==> config.mk <==
export PLATFORM = sky130hd
export DESIGN_NAME = effective_address_unit_core
export DESIGN_NICKNAME = d
export VERILOG_FILES = /design/src/hw/rtl/eau_pkg.sv /design/src/hw/rtl/eau_ram.sv /design/src/hw/rtl/eau_regfile.sv /design/src/hw/rtl/eau_calc.sv /design/src/hw/rtl/effective_address_unit_core.sv
export SDC_FILE = /design/constraint.sdc
export NUM_CORES = 2
export LEC_CHECK = 0
export BUFFER_PORTS_ARGS = -buffer_cell sky130_fd_sc_hd__buf_2
export CAP_MARGIN = 20
export CELL_PAD_IN_SITES_DETAIL_PLACEMENT = 2
export CELL_PAD_IN_SITES_GLOBAL_PLACEMENT = 2
export CORE_UTILIZATION = 45
export CTS_CLUSTER_DIAMETER = 60
export DETAILED_ROUTE_END_ITERATION = 10
export PLACE_DENSITY = 0.84
export SYNTH_ARGS = -nofsm -noshare
export SYNTH_HDL_FRONTEND = slang
export SYNTH_SLANG_ARGS = --single-unit
==> constraint.sdc <==
create_clock -name i_clk -period 7.2 [get_ports i_clk]
set_clock_uncertainty 0.15 [all_clocks]
set_input_delay 0.36 -clock i_clk [delete_from_list [all_inputs] [get_ports i_clk]]
set_output_delay 0.36 -clock i_clk [all_outputs]
set_load 0.005 [all_outputs]
==> src/hw/rtl/eau_pkg.sv <==
// Shared types and codes for the effective address unit.
// Used by every module under hw/rtl except eau_ram; depends on nothing else.
`default_nettype none

package eau_pkg;

    // Register file geometry: eight data and eight address registers.
    localparam int unsigned NUM_REGS  = 16;
    localparam int unsigned REG_IDX_W = 4;
    localparam int unsigned DATA_W    = 32;

    // Packed stream widths, rounded up to whole bytes.
    localparam int unsigned IN_TDATA_W  = 112;
    localparam int unsigned OUT_TDATA_W = 104;

    // Request codes.
    localparam logic [1:0] REQ_LOAD    = 2'd0;
    localparam logic [1:0] REQ_READ    = 2'd1;
    localparam logic [1:0] REQ_RESOLVE = 2'd2;

    // Result status codes.
    localparam logic [1:0] ST_OK        = 2'd0;
    localparam logic [1:0] ST_INVALID   = 2'd1;
    localparam logic [1:0] ST_NOT_ALTER = 2'd2;

    // Location kinds.
    localparam logic [1:0] LOC_DREG = 2'd0;
    localparam logic [1:0] LOC_AREG = 2'd1;
    localparam logic [1:0] LOC_MEM  = 2'd2;
    localparam logic [1:0] LOC_IMM  = 2'd3;

    // Operand sizes.
    localparam logic [1:0] SIZE_BYTE = 2'd0;
    localparam logic [1:0] SIZE_WORD = 2'd1;
    localparam logic [1:0] SIZE_LONG = 2'd2;
    localparam logic [1:0] SIZE_BAD  = 2'd3;

    // Addressing mode field.
    localparam logic [2:0] MODE_DREG     = 3'd0;
    localparam logic [2:0] MODE_AREG     = 3'd1;
    localparam logic [2:0] MODE_IND      = 3'd2;
    localparam logic [2:0] MODE_POSTINC  = 3'd3;
    localparam logic [2:0] MODE_PREDEC   = 3'd4;
    localparam logic [2:0] MODE_DISP     = 3'd5;
    localparam logic [2:0] MODE_INDEX    = 3'd6;
    localparam logic [2:0] MODE_EXTENDED = 3'd7;

    // Register field codes under the extended mode.
    localparam logic [2:0] EXT_ABS_SHORT = 3'd0;
    localparam logic [2:0] EXT_ABS_LONG  = 3'd1;
    localparam logic [2:0] EXT_PC_DISP   = 3'd2;
    localparam logic [2:0] EXT_PC_INDEX  = 3'd3;
    localparam logic [2:0] EXT_IMMEDIATE = 3'd4;

    // Stack pointer register number (byte steps are widened to a word).
    localparam logic [2:0] SP_REG = 3'd7;

    // One input word; the last field sits in the lowest bits.
    typedef struct packed {
        logic [15:0] ext_second;
        logic [15:0] ext_first;
        logic [31:0] instr_pc;
        logic        is_write;
        logic [1:0]  operand_size;
        logic [2:0]  addr_reg;
        logic [2:0]  addr_mode;
        logic [31:0] reg_value;
        logic [3:0]  reg_index;
        logic [1:0]  req_type;
    } t_in_item;

    // One result word; the last field sits in the lowest bits.
    typedef struct packed {
        logic [31:0] next_pc;
        logic [31:0] operand_value;
        logic [31:0] address;
        logic [2:0]  location_reg;
        logic [1:0]  location_kind;
        logic [1:0]  status;
    } t_result;

    // Register file read request, issued when a word is accepted.
    typedef struct packed {
        logic                 en;
        logic [REG_IDX_W-1:0] addr_a;
        logic [REG_IDX_W-1:0] addr_b;
    } t_rd_req;

    // Register file write request from the resolve logic.
    typedef struct packed {
        logic                 en;
        logic [REG_IDX_W-1:0] addr;
        logic [DATA_W-1:0]    data;
    } t_wr_req;

endpackage

`default_nettype wire

==> src/hw/rtl/eau_ram.sv <==
// Generic RAM: one write port and two read ports with registered read data.
// Stand-alone; no package needed.
`default_nettype none

module eau_ram #(
    parameter int unsigned WIDTH = 32,
    parameter int unsigned DEPTH = 16
) (
    input  wire logic                     i_clk,
    input  wire logic                     i_we,
    input  wire logic [$clog2(DEPTH)-1:0] i_waddr,
    input  wire logic [WIDTH-1:0]         i_wdata,
    input  wire logic                     i_re,
    input  wire logic [$clog2(DEPTH)-1:0] i_raddr_a,
    input  wire logic [$clog2(DEPTH)-1:0] i_raddr_b,
    output logic      [WIDTH-1:0]         o_rdata_a,
    output logic      [WIDTH-1:0]         o_rdata_b
);

    logic [WIDTH-1:0] r_mem [DEPTH];

    // Write port.
    always_ff @(posedge i_clk) begin
        if (i_we) begin
            r_mem[i_waddr] <= i_wdata;
        end
    end

    // Read ports return the contents from before a same-cycle write.
    always_ff @(posedge i_clk) begin
        if (i_re) begin
            o_rdata_a <= r_mem[i_raddr_a];
            o_rdata_b <= r_mem[i_raddr_b];
        end
    end

endmodule

`default_nettype wire

==> src/hw/rtl/eau_regfile.sv <==
// Data and address register file: RAM, per-entry valid bits and write bypass.
// Depends on eau_pkg and eau_ram.
`default_nettype none

module eau_regfile (
    input  wire logic                   i_clk,
    input  wire logic                   i_rst_n,
    input  wire eau_pkg::t_rd_req       i_rd,
    input  wire eau_pkg::t_wr_req       i_wr,
    output logic [eau_pkg::DATA_W-1:0]  o_rd_a,
    output logic [eau_pkg::DATA_W-1:0]  o_rd_b
);
    import eau_pkg::*;

    logic [NUM_REGS-1:0] r_valid;
    logic                r_vld_a;
    logic                r_vld_b;
    logic                r_hit_a;
    logic                r_hit_b;
    logic [DATA_W-1:0]   r_byp_data;
    logic [DATA_W-1:0]   ram_a;
    logic [DATA_W-1:0]   ram_b;

    eau_ram #(
        .WIDTH (DATA_W),
        .DEPTH (NUM_REGS)
    ) u_ram (
        .i_clk     (i_clk),
        .i_we      (i_wr.en),
        .i_waddr   (i_wr.addr),
        .i_wdata   (i_wr.data),
        .i_re      (i_rd.en),
        .i_raddr_a (i_rd.addr_a),
        .i_raddr_b (i_rd.addr_b),
        .o_rdata_a (ram_a),
        .o_rdata_b (ram_b)
    );

    // Valid bits: an entry never written reads as zero after reset.
    always_ff @(posedge i_clk) begin
        if (!i_rst_n) begin
            r_valid <= '0;
        end else if (i_wr.en) begin
            r_valid[i_wr.addr] <= 1'b1;
        end
    end

    // Sample validity and catch a write that lands in the same cycle as the read.
    always_ff @(posedge i_clk) begin
        if (i_rd.en) begin
            r_vld_a    <= r_valid[i_rd.addr_a];
            r_vld_b    <= r_valid[i_rd.addr_b];
            r_hit_a    <= i_wr.en && (i_wr.addr == i_rd.addr_a);
            r_hit_b    <= i_wr.en && (i_wr.addr == i_rd.addr_b);
            r_byp_data <= i_wr.data;
        end
    end

    // Read data as seen after the write of the same cycle.
    always_comb begin
        o_rd_a = r_hit_a ? r_byp_data : (r_vld_a ? ram_a : '0);
        o_rd_b = r_hit_b ? r_byp_data : (r_vld_b ? ram_b : '0);
    end

endmodule

`default_nettype wire

==> src/hw/rtl/eau_calc.sv <==
// Combinational resolve logic: decodes one request and forms its result and
// any register update. Depends on eau_pkg.
`default_nettype none

module eau_calc (
    input  wire eau_pkg::t_in_item        i_item,
    input  wire logic                     i_fire,
    input  wire logic [eau_pkg::DATA_W-1:0] i_rd_a,
    input  wire logic [eau_pkg::DATA_W-1:0] i_rd_b,
    output eau_pkg::t_result              o_res,
    output eau_pkg::t_wr_req              o_wr
);
    import eau_pkg::*;

    logic [DATA_W-1:0] step;
    logic [DATA_W-1:0] disp16;
    logic [DATA_W-1:0] disp8;
    logic [DATA_W-1:0] index_val;
    logic [DATA_W-1:0] brief_term;
    logic              scale_bad;
    logic              err;
    logic [1:0]        err_code;
    logic [REG_IDX_W-1:0] areg_idx;

    // Step size by operand size; the stack pointer never steps by one byte.
    always_comb begin
        case (i_item.operand_size)
            SIZE_BYTE: step = (i_item.addr_reg == SP_REG) ? 32'd2 : 32'd1;
            SIZE_WORD: step = 32'd2;
            default:   step = 32'd4;
        endcase
    end

    // Extension word terms.
    always_comb begin
        disp16     = {{16{i_item.ext_first[15]}}, i_item.ext_first};
        disp8      = {{24{i_item.ext_first[7]}}, i_item.ext_first[7:0]};
        index_val  = i_item.ext_first[11] ? i_rd_b : {{16{i_rd_b[15]}}, i_rd_b[15:0]};
        brief_term = disp8 + index_val;
        scale_bad  = (i_item.ext_first[10:9] != 2'b00);
        areg_idx   = {1'b1, i_item.addr_reg};
    end

    // Decode and form the result.
    always_comb begin
        o_res               = '0;
        o_res.status        = ST_OK;
        o_wr                = '0;
        err                 = 1'b0;
        err_code            = ST_INVALID;
        case (i_item.req_type)
            REQ_LOAD, REQ_READ: begin
                o_res.location_kind = i_item.reg_index[3] ? LOC_AREG : LOC_DREG;
                o_res.location_reg  = i_item.reg_index[2:0];
                if (i_item.req_type == REQ_LOAD) begin
                    o_res.operand_value = i_item.reg_value;
                    o_wr.en             = i_fire;
                    o_wr.addr           = i_item.reg_index;
                    o_wr.data           = i_item.reg_value;
                end else begin
                    o_res.operand_value = i_rd_a;
                end
            end
            REQ_RESOLVE: begin
                o_res.location_kind = LOC_MEM;
                o_res.next_pc       = i_item.instr_pc;
                if (i_item.operand_size == SIZE_BAD) begin
                    err = 1'b1;
                end else begin
                    case (i_item.addr_mode)
                        MODE_DREG: begin
                            o_res.location_kind = LOC_DREG;
                            o_res.location_reg  = i_item.addr_reg;
                            case (i_item.operand_size)
                                SIZE_BYTE: o_res.operand_value = {24'd0, i_rd_a[7:0]};
                                SIZE_WORD: o_res.operand_value = {16'd0, i_rd_a[15:0]};
                                default:   o_res.operand_value = i_rd_a;
                            endcase
                        end
                        MODE_AREG: begin
                            o_res.location_kind = LOC_AREG;
                            o_res.location_reg  = i_item.addr_reg;
                            o_res.operand_value = i_rd_a;
                        end
                        MODE_IND: begin
                            o_res.address = i_rd_a;
                        end
                        MODE_POSTINC: begin
                            o_res.address = i_rd_a;
                            o_wr.en       = i_fire;
                            o_wr.addr     = areg_idx;
                            o_wr.data     = i_rd_a + step;
                        end
                        MODE_PREDEC: begin
                            o_res.address = i_rd_a - step;
                            o_wr.en       = i_fire;
                            o_wr.addr     = areg_idx;
                            o_wr.data     = i_rd_a - step;
                        end
                        MODE_DISP: begin
                            o_res.address = i_rd_a + disp16;
                            o_res.next_pc = i_item.instr_pc + 32'd2;
                        end
                        MODE_INDEX: begin
                            err           = scale_bad;
                            o_res.address = i_rd_a + brief_term;
                            o_res.next_pc = i_item.instr_pc + 32'd2;
                        end
                        default: begin
                            // Extended mode: decode errors take priority over
                            // the alterability check.
                            if (i_item.addr_reg > EXT_IMMEDIATE) begin
                                err = 1'b1;
                            end else if (i_item.addr_reg == EXT_PC_INDEX && scale_bad) begin
                                err = 1'b1;
                            end else if (i_item.is_write) begin
                                err      = 1'b1;
                                err_code = ST_NOT_ALTER;
                            end
                            o_res.next_pc = i_item.instr_pc + 32'd2;
                            case (i_item.addr_reg)
                                EXT_ABS_SHORT: o_res.address = disp16;
                                EXT_ABS_LONG: begin
                                    o_res.address = {i_item.ext_first, i_item.ext_second};
                                    o_res.next_pc = i_item.instr_pc + 32'd4;
                                end
                                EXT_PC_DISP:  o_res.address = i_item.instr_pc + disp16;
                                EXT_PC_INDEX: o_res.address = i_item.instr_pc + brief_term;
                                default: begin
                                    o_res.location_kind = LOC_IMM;
                                    case (i_item.operand_size)
                                        SIZE_BYTE: begin
                                            o_res.operand_value = {24'd0, i_item.ext_first[7:0]};
                                        end
                                        SIZE_WORD: begin
                                            o_res.operand_value = {16'd0, i_item.ext_first};
                                        end
                                        default: begin
                                            o_res.operand_value =
                                                {i_item.ext_first, i_item.ext_second};
                                            o_res.next_pc = i_item.instr_pc + 32'd4;
                                        end
                                    endcase
                                end
                            endcase
                        end
                    endcase
                end
            end
            default: begin
                err = 1'b1;
            end
        endcase

        // Error results carry only the status and an all-ones next PC.
        if (err) begin
            o_res         = '0;
            o_res.status  = err_code;
            o_res.next_pc = '1;
            o_wr          = '0;
        end
    end

endmodule

`default_nettype wire

==> src/hw/rtl/effective_address_unit_core.sv <==
// Effective address unit, 68000 style. Every input word is one request: load
// a register, read a register, or resolve an effective address from the mode
// and register fields and up to two extension words. Each request gives exactly
// one result word. While the receiver is ready the unit accepts one word per
// clock and delivers one result per clock. A word is captured in the input
// register when it is accepted, and its result is captured in the result
// register when the word leaves the input stage, which a stalled result
// register delays. A stalled result register holds the input stage and input
// ready drops only when both stages are full. The register file read is
// launched when a word is accepted and a same-cycle register update is
// bypassed, so post-increment and pre-decrement on back-to-back words see
// each other's updates. Registers read as zero after reset. Depends on
// eau_pkg, eau_ram, eau_regfile and eau_calc.
`default_nettype none

module effective_address_unit_core (
    input  wire logic                            i_clk,
    input  wire logic                            i_rst_n,
    // Request word.
    input  wire logic                            s_axis_tvalid,
    output logic                                 s_axis_tready,
    // tdata fields from bit 0: req_type, reg_index, reg_value, addr_mode,
    // addr_reg, operand_size, is_write, instr_pc, ext_first, ext_second.
    input  wire logic [eau_pkg::IN_TDATA_W-1:0]  s_axis_tdata,
    // Result word.
    output logic                                 m_axis_tvalid,
    input  wire logic                            m_axis_tready,
    // tdata fields from bit 0: status, location_kind, location_reg, address,
    // operand_value, next_pc.
    output logic [eau_pkg::OUT_TDATA_W-1:0]      m_axis_tdata
);
    import eau_pkg::*;

    localparam int unsigned ITEM_W = $bits(t_in_item);
    localparam int unsigned RES_W  = $bits(t_result);

    t_in_item          in_item;
    t_in_item          r_item;
    logic              r_in_valid;
    t_result           r_res;
    logic              r_out_valid;
    t_result           n_res;
    t_rd_req           rd_req;
    t_wr_req           wr_req;
    logic [DATA_W-1:0] rd_a;
    logic [DATA_W-1:0] rd_b;
    logic              in_accept;
    logic              advance;

    assign in_item = s_axis_tdata[ITEM_W-1:0];

    // Handshake: the input stage moves on whenever the result register is free.
    assign advance       = r_in_valid && (!r_out_valid || m_axis_tready);
    assign s_axis_tready = !r_in_valid || advance;
    assign in_accept     = s_axis_tvalid && s_axis_tready;

    // Register file read addresses come straight from the incoming word.
    always_comb begin
        rd_req.en = in_accept;
        if (in_item.req_type == REQ_LOAD || in_item.req_type == REQ_READ) begin
            rd_req.addr_a = in_item.reg_index;
        end else begin
            rd_req.addr_a = {(in_item.addr_mode != MODE_DREG), in_item.addr_reg};
        end
        rd_req.addr_b = {in_item.ext_first[15], in_item.ext_first[14:12]};
    end

    eau_regfile u_regfile (
        .i_clk   (i_clk),
        .i_rst_n (i_rst_n),
        .i_rd    (rd_req),
        .i_wr    (wr_req),
        .o_rd_a  (rd_a),
        .o_rd_b  (rd_b)
    );

    eau_calc u_calc (
        .i_item (r_item),
        .i_fire (advance),
        .i_rd_a (rd_a),
        .i_rd_b (rd_b),
        .o_res  (n_res),
        .o_wr   (wr_req)
    );

    // Input register.
    always_ff @(posedge i_clk) begin
        if (!i_rst_n) begin
            r_in_valid <= 1'b0;
        end else if (s_axis_tready) begin
            r_in_valid <= s_axis_tvalid;
        end
    end

    always_ff @(posedge i_clk) begin
        if (in_accept) begin
            r_item <= in_item;
        end
    end

    // Result register.
    always_ff @(posedge i_clk) begin
        if (!i_rst_n) begin
            r_out_valid <= 1'b0;
        end else if (advance) begin
            r_out_valid <= 1'b1;
        end else if (m_axis_tready) begin
            r_out_valid <= 1'b0;
        end
    end

    always_ff @(posedge i_clk) begin
        if (advance) begin
            r_res <= n_res;
        end
    end

    assign m_axis_tvalid = r_out_valid;
    assign m_axis_tdata  = {{(OUT_TDATA_W - RES_W){1'b0}}, r_res};

`ifndef SYNTHESIS
    // Register updates happen only for a request that moves to the result.
    a_wr_only_on_advance: assert property (@(posedge i_clk) disable iff (!i_rst_n)
        wr_req.en |-> advance)
        else $error("register write without a moving request");

    // Input is refused only when both stages hold a word.
    a_ready_backpressure: assert property (@(posedge i_clk) disable iff (!i_rst_n)
        !s_axis_tready |-> (r_in_valid && r_out_valid && !m_axis_tready))
        else $error("input refused with room in the pipeline");

    // An error result carries an all-ones next PC and no address or value.
    a_error_shape: assert property (@(posedge i_clk) disable iff (!i_rst_n)
        (r_out_valid && r_res.status != ST_OK) |->
            (r_res.next_pc == '1 && r_res.address == '0 && r_res.operand_value == '0))
        else $error("malformed error result");

    // A result is shown the cycle after a word leaves the input stage.
    a_advance_shows: assert property (@(posedge i_clk) disable iff (!i_rst_n)
        advance |=> r_out_valid)
        else $error("result lost after advance");

    // No result right after reset.
    a_reset_empty: assert property (@(posedge i_clk)
        !i_rst_n |=> !m_axis_tvalid)
        else $error("result valid after reset");
`endif

endmodule

`default_nettype wire

== Word level (Yosys, flattened, before mapping) ==
Memory sizes are Yosys's and may differ from the RTL's. A register that Yosys moved wholly into a read port is not among the register bits.
Cells that the tools add are included.

* Flip-flop bits (word level): 268
* RAM bits: 512
* Input port bits: 116
* Output and inout port bits: 106
* Word-level logic and storage cells: 145
* Memories: 1

{| class="wikitable"
|+ Memory list
! memory !! words !! width !! read ports !! clocked after Yosys merged registers in !! write ports !! RTL line !! source
|-
| u_regfile.u_ram.r_mem || 16 || 32 || 2 || 2 || 1 || eau_ram.sv:20 || <nowiki>logic [WIDTH-1:0] r_mem [DEPTH];</nowiki>
|}

* Add/sub/neg operators: 9
* Order comparisons: 5
* Equality and inequality tests: 17
* Mux-type cells: 53
* Bitwise operators: 3
* Reductions and logical operators: 32

{| class="wikitable"
|+ Operators with widths
! cell !! number
|-
| $pmux 32 s2 || 6
|-
| $mux 32 || 9
|-
| $add 32x32->32 || 6
|-
| $pmux 32 s5 || 1
|-
| $pmux 37 s2 || 2
|-
| $pmux 32 s4 || 1
|-
| $mux 37 || 3
|-
| $mux 101 || 1
|-
| $pmux 32 s3 || 1
|-
| $add 32x2->32 const B || 1
|-
| $add 32x3->32 const B || 1
|-
| $sub 32x32->32 || 1
|-
| $mux 1 || 18
|-
| $or 16x16->16 || 1
|-
| $lt 4x5->1 const B || 3
|-
| $eq 3x2->1 const B || 4
|-
| $eq 3x3->1 const B || 4
|-
| $reduce_or 12->1 || 1
|-
| $pmux 5 s2 || 1
|-
| $reduce_or 2->1 || 5
|-
| $reduce_or 5->1 || 2
|-
| $bmux 1 s4 || 2
|-
| $eq 4x4->1 || 2
|-
| $reduce_or 7->1 || 1
|-
| other kinds (22) || 42
|}

== Depth between registers and ports, before layout ==
* Depth after elaboration: 13
* Gate-level depth with buffers: 30
* Depth with buffers taken out: 28

== Cells and area by module ==
A second synthesis with hierarchy kept.

* Cell total of the unflattened synthesis: 3400
* Area, all modules: 45392.3 um2

{| class="wikitable"
|+ Modules (own cells, without submodules)
! module !! times used !! cells each !! area an instance (um2) !! seq. area each (um2)
|-
| eau_ram || 1 || 1141 || 24828.8 || 17296.6
|-
| eau_calc || 1 || 1817 || 11268.3 || 0.0
|-
| effective_address_unit_core || 1 || 231 || 6588.8 || 6466.2
|-
| eau_regfile || 1 || 211 || 2706.3 || 1401.3
|}

== Least setup slack after synthesis ==
No wires, ideal clock.

* Kind: register to register
* Start: register r_out_valid, in the netlist m_axis_tvalid
* End: register r_item[0] (netlist name) (enable)
* Data arrival time: 5352 ps
* Data required time: 6453 ps
* Slack: 1101 ps
* Cell stages (with the launch flop): 4
* Buffers on the path: 0
* Period minus slack after synthesis: 6099 ps
* Path through: dfxtp_1 nor2b_1 nand2_1 and2_1

* Cells in the longest elaborated chain, start to end: 5

{| class="wikitable"
|+ Ends and longest elaborated chain
! what !! RTL line !! source
|-
| from (decl) || effective_address_unit_core.sv:41 || <nowiki>logic r_out_valid;</nowiki>
|-
| from (signal assigned) || effective_address_unit_core.sv:104 || <nowiki>r_out_valid <= 1'b0;</nowiki>
|-
| from (signal assigned) || effective_address_unit_core.sv:106 || <nowiki>r_out_valid <= 1'b1;</nowiki>
|-
| from (signal assigned) || effective_address_unit_core.sv:108 || <nowiki>r_out_valid <= 1'b0;</nowiki>
|-
| $logic_not 1->1 || effective_address_unit_core.sv:53 || <nowiki>assign advance = r_in_valid && (!r_out_valid || m_axis_tready);</nowiki>
|-
| $logic_or 1x1->1 || effective_address_unit_core.sv:53 ||
|-
| $logic_and 1x1->1 || effective_address_unit_core.sv:53 ||
|-
| $logic_or 1x1->1 || effective_address_unit_core.sv:54 || <nowiki>assign s_axis_tready = !r_in_valid || advance;</nowiki>
|-
| via s_axis_tready || effective_address_unit_core.sv:21 || <nowiki>output logic s_axis_tready,</nowiki>
|-
| $logic_and 1x1->1 || effective_address_unit_core.sv:55 || <nowiki>assign in_accept = s_axis_tvalid && s_axis_tready;</nowiki>
|-
| via in_accept || effective_address_unit_core.sv:47 || <nowiki>logic in_accept;</nowiki>
|-
| to (signal assigned) || effective_address_unit_core.sv:97 || <nowiki>r_item <= in_item;</nowiki>
|-
| to (decl) || effective_address_unit_core.sv:38 || <nowiki>t_in_item r_item;</nowiki>
|}

The timed path passes the listed nets, and every way through them passes these cells.
A chain may end at the register's enable or synchronous reset.

== Final worst setup path ==
* Start: register u_regfile.r_hit_b
* End: register r_res, in the netlist m_axis_tdata[38], data pin

* Cells in the longest elaborated chain, start to end: 6
* Elaborated cells on any way between the ends: 7
* Classes of those cells: 3 x add/sub; 4 x mux

{| class="wikitable"
|+ Ends and longest elaborated chain
! what !! RTL line !! source
|-
| from (decl) || eau_regfile.sv:19 || <nowiki>logic r_hit_b;</nowiki>
|-
| from (signal assigned) || eau_regfile.sv:54 || <nowiki>r_hit_b <= i_wr.en && (i_wr.addr == i_rd.addr_b);</nowiki>
|-
| $mux 32 * || eau_regfile.sv:62 || <nowiki>o_rd_b = r_hit_b ? r_byp_data : (r_vld_b ? ram_b : '0);</nowiki>
|-
| $mux 32 * || eau_calc.sv:38 || <nowiki>index_val = i_item.ext_first[11] ? i_rd_b : {{16{i_rd_b[15]}}, i_rd_b[15:0]};</nowiki>
|-
| $add 32x32->32 * || eau_calc.sv:39 || <nowiki>brief_term = disp8 + index_val;</nowiki>
|-
| $add 32x32->32 || eau_calc.sv:128 || <nowiki>EXT_PC_INDEX: o_res.address = i_item.instr_pc + brief_term;</nowiki>
|-
| $pmux 32 s4 || eau_calc.sv:121 || <nowiki>case (i_item.addr_reg)</nowiki>
|-
| $pmux 32 s5 * || eau_calc.sv:70 || <nowiki>case (i_item.addr_mode)</nowiki>
|-
| to (signal assigned) || effective_address_unit_core.sv:114 || <nowiki>r_res <= n_res;</nowiki>
|-
| to (decl) || effective_address_unit_core.sv:40 || <nowiki>t_result r_res;</nowiki>
|}

Every way passes the cells marked *; elsewhere a longest branch is shown, timed or not.

==> reports/metrics.yaml <==
synthesis:
  synth_top_area_cell: "edfxtp_1"
  seq_area_frac_synth_pct: 55.8
  synth-edff-count: 826
  synthesis.nets: 3542
  yosysUniqueCellTypes: 89
  synth_most_common_cell: "edfxtp_1"
  synthArstFlopShare_pct: 0
  avgSynthCellArea_um2: 13.6
  synth.area.top_cells: "edfxtp_1 (55%), mux4_2 (15%), ha_1 (2.9%), o21ai_0 (2.4%), a21oi_1 (2.4%)"
  netlist_instances: 3317
  synth_common_cells: "edfxtp_1 (826), mux4_2 (297), nand2_1 (272), o21ai_0 (218), a21oi_1 (216)"
  synth_seq_cells: 844
  yosysWarnings: 0
  syn_area_um2: 45100
  synth_ff_type: "edfxtp_1"
  synth_top_area_share_pct: 55.0
cts:
  cts_tree: "yes"
  cts_buffer_depth: 3
  cts_root_buf: "clkbuf_16"
  clk_pin_slew_ns: 0.07
  post_cts_buffers: 0
  clock-sinks: 844
  htree_levels: 3
  clock_latency_ns: 0.73
  cts_inserted_buffers: 97
critical_path:
  r2r_slack_ns: 0.19
  rr_worst_depth: 26
  worstPathArrival_ns: 7.27
  endpoint_kind: "register"
  cp-start-kind: "register"
  r2r-start: "u_regfile.r_hit_b"
  crit_path_top_delay_cell: "or4b_1"
  worstReg2RegEnd: "m_axis_tdata[38]"
  crit_top_cell: "o21ai_0"
  cp.required_ns: 7.46
  worst-setup-path-type: "register to register"
  crit_fanout: 10
  max_stage_delay_ns: 0.53
detailed_routing:
  wire_per_inst_um: 40.8
  ant_nets: 0
  firstDrtPassIters: 6
  drt_wl_total_um: 205000
  route.detailed.drc: 0
  drtIter0Drc: 5204
  vias: 36300
  viasPerCell: 7.24
floorplan:
  die_y_um: 319
  core_area_um2: 98900
  core.rowCount: 115
  ios: 222
  start_util_pct: 45.7
  die-area_um2: 102000
  fp.dieW_um: 319
timing:
  tightest_slew_ns: 1.14
  worst_slack_ns: 0.186
  max-slew-margin-rel_pct: 23.3
  clock.fmax_mhz: 143
  hold_ws_ns: 0.193
  finalCriticalPeriod_ns: 7.01
  fin_crit_sh_pct: 97.4
  drv_slew: 0
  rsz0062_at_grt: "no"
  tns_ns: 0
  hold_violations: 0
  setup_violations: 0
hold_path:
  hp-start: "s_axis_tdata[101]"
  hp-class: "primary input to register"
  min_delay_path_depth: 2
  min_to: "r_item[101]"
placement:
  dp_hpwl_um: 125000
  gp_congestion: 0.947
  placed_area_um2: 48100
  io_buffer_count: 219
  pre_cts_ws_ns: 0.238
  place_inst: 4712
grt:
  use_met2_pct: 65.7
  grt_max_degree: 134
  met3_usage_pct: 8.53
  antenna_found_initial: 14
  grt_remaining_overflow: 0
  top_usage_layer: "met2"
  gr-usage-met1_pct: 49.6
  grt_pass1_wl_um: 291000
  grt_pass1_vias: 38100
  grt.total_usage_pct: 40.0
power:
  switchingPower_mw: 3.91
  p_int_mw: 9.18
  clockPowerShare_pct: 40.1
  p_leak_nw: 18.2
  power_density_nw_per_um2: 249
  seqPwrFrac_pct: 43.6
  total_power_mw: 13.1
  netSwitchingFraction_pct: 29.9
  ir_drop_mv: 0.192
  pwr-share-comb_pct: 16.3
layout:
  final_cells: 5012
  fin_util_pct: 53.2
  stdcell_area_um2: 52600
  syn_to_final_growth_pct: 16.5
  drive_gt1_share_pct: 23.0
  nNetsFinal: 3865
status:
  outcome: "complete, no violations"
flow_run:
  max_cap_viol_count: 0
-- layer usage --
layer  up-vias  share of wire (%)
met3       722                 10
li1      13900                  -
met1     18700                 36
met4        12                6.2
met2      2900                 48
met5         -              0.036
-- repair_timing --
action | 4_1_cts | 5_1_grt
hold buffers | 113 | 0
hold endpoints to repair | 125 | 0
resized for setup | 0 | 13
endpoints found under the setup margin | 0 | 6
-- flip-flops by register name, indices dropped and copies added, names as in the netlist --
register	flops
m_axis_tdata	103
m_axis_tvalid	1
r_in_valid	1
r_item	111
u_regfile.r_byp_data	32
u_regfile.r_hit_a	1
u_regfile.r_hit_b	1
u_regfile.r_valid	16
u_regfile.r_vld_a	1
u_regfile.r_vld_b	1
u_regfile.u_ram.o_rdata_a	32
u_regfile.u_ram.o_rdata_b	32
u_regfile.u_ram.r_mem	512
-- cell type report --
class / count / area [um2]
antenna: 2 / 5.00
clock buffer: 124 / 2530
clock inverter: 58 / 676
fill: 9052 / 46300
inverter: 64 / 243
multi-input combinational: 2193 / 19100
sequential: 844 / 25200
tap: 1287 / 1610
timing repair buffer: 440 / 3220
-- placed cells by master, fill, tap and decap left out, drive strengths merged, types with 42 or more instances in the layout --
cell type    count
a211oi          48
a21o            46
a21oi          217
a22oi           64
a31oi           57
and2            50
buf            326
clkbuf         125
dlygate4sd3    113
edfxtp         826
ha             104
inv             69
mux4           297
nand2          273
nand3           57
nor2           164
nor3            42
o21ai          230
xnor2           83
xor2            49
-- power by group through the flow --
stage	Combinational, mW	Sequential (mW)	Clock (mW)
floorplan	1.25	5.73	0
global placement	1.84	5.77	0
detailed placement	1.96	5.79	0
CTS	2.05	5.69	5.19
global route	2.23	5.71	5.40
finish	2.13	5.71	5.24
-- critical path: cells and delay by family, from the launching register on --
| family | cells | cell delay [ns] |
|---|---|---|
| buffers and inverters | 2 | 0.43 |
| AND/OR/NAND/NOR | 6 | 1.11 |
| XOR/XNOR | 1 | 0.23 |
| AO/OA/AOI/OAI | 14 | 3.54 |
| flip-flops | 1 | 0.49 |
| multiplexers | 1 | 0.12 |
| adder cells (fa/ha/maj) | 2 | 0.62 |
-- cell families (layout without fill, tap and decap cells) --
group,Yosys count,in the layout,synth area share (%)
adder cells (fa/ha/maj),109,109,3.11
flip-flops,844,844,55.8
buffers and inverters,280,686,2.41
other,1,3,0.00831
XOR/XNOR,132,132,2.56
AND/OR/NAND/NOR,719,719,7.64
multiplexers,329,329,15.5
AO/OA/AOI/OAI,903,903,13.0
-- how the worst max path moves through the flow --
stage,startpoint,end,slack [ns]
floorplan,m_axis_tvalid,r_item[0],1.10
global placement,u_regfile.r_vld_b,m_axis_tdata[38],0.39
detailed placement,u_regfile.r_hit_b,m_axis_tdata[38],0.24
CTS,u_regfile.r_hit_b,m_axis_tdata[38],0.17
global route,u_regfile.r_vld_b,m_axis_tdata[38],0.009
finish,u_regfile.r_hit_b,m_axis_tdata[38],0.19
Note: power is estimated with default switching activity, not from simulation.
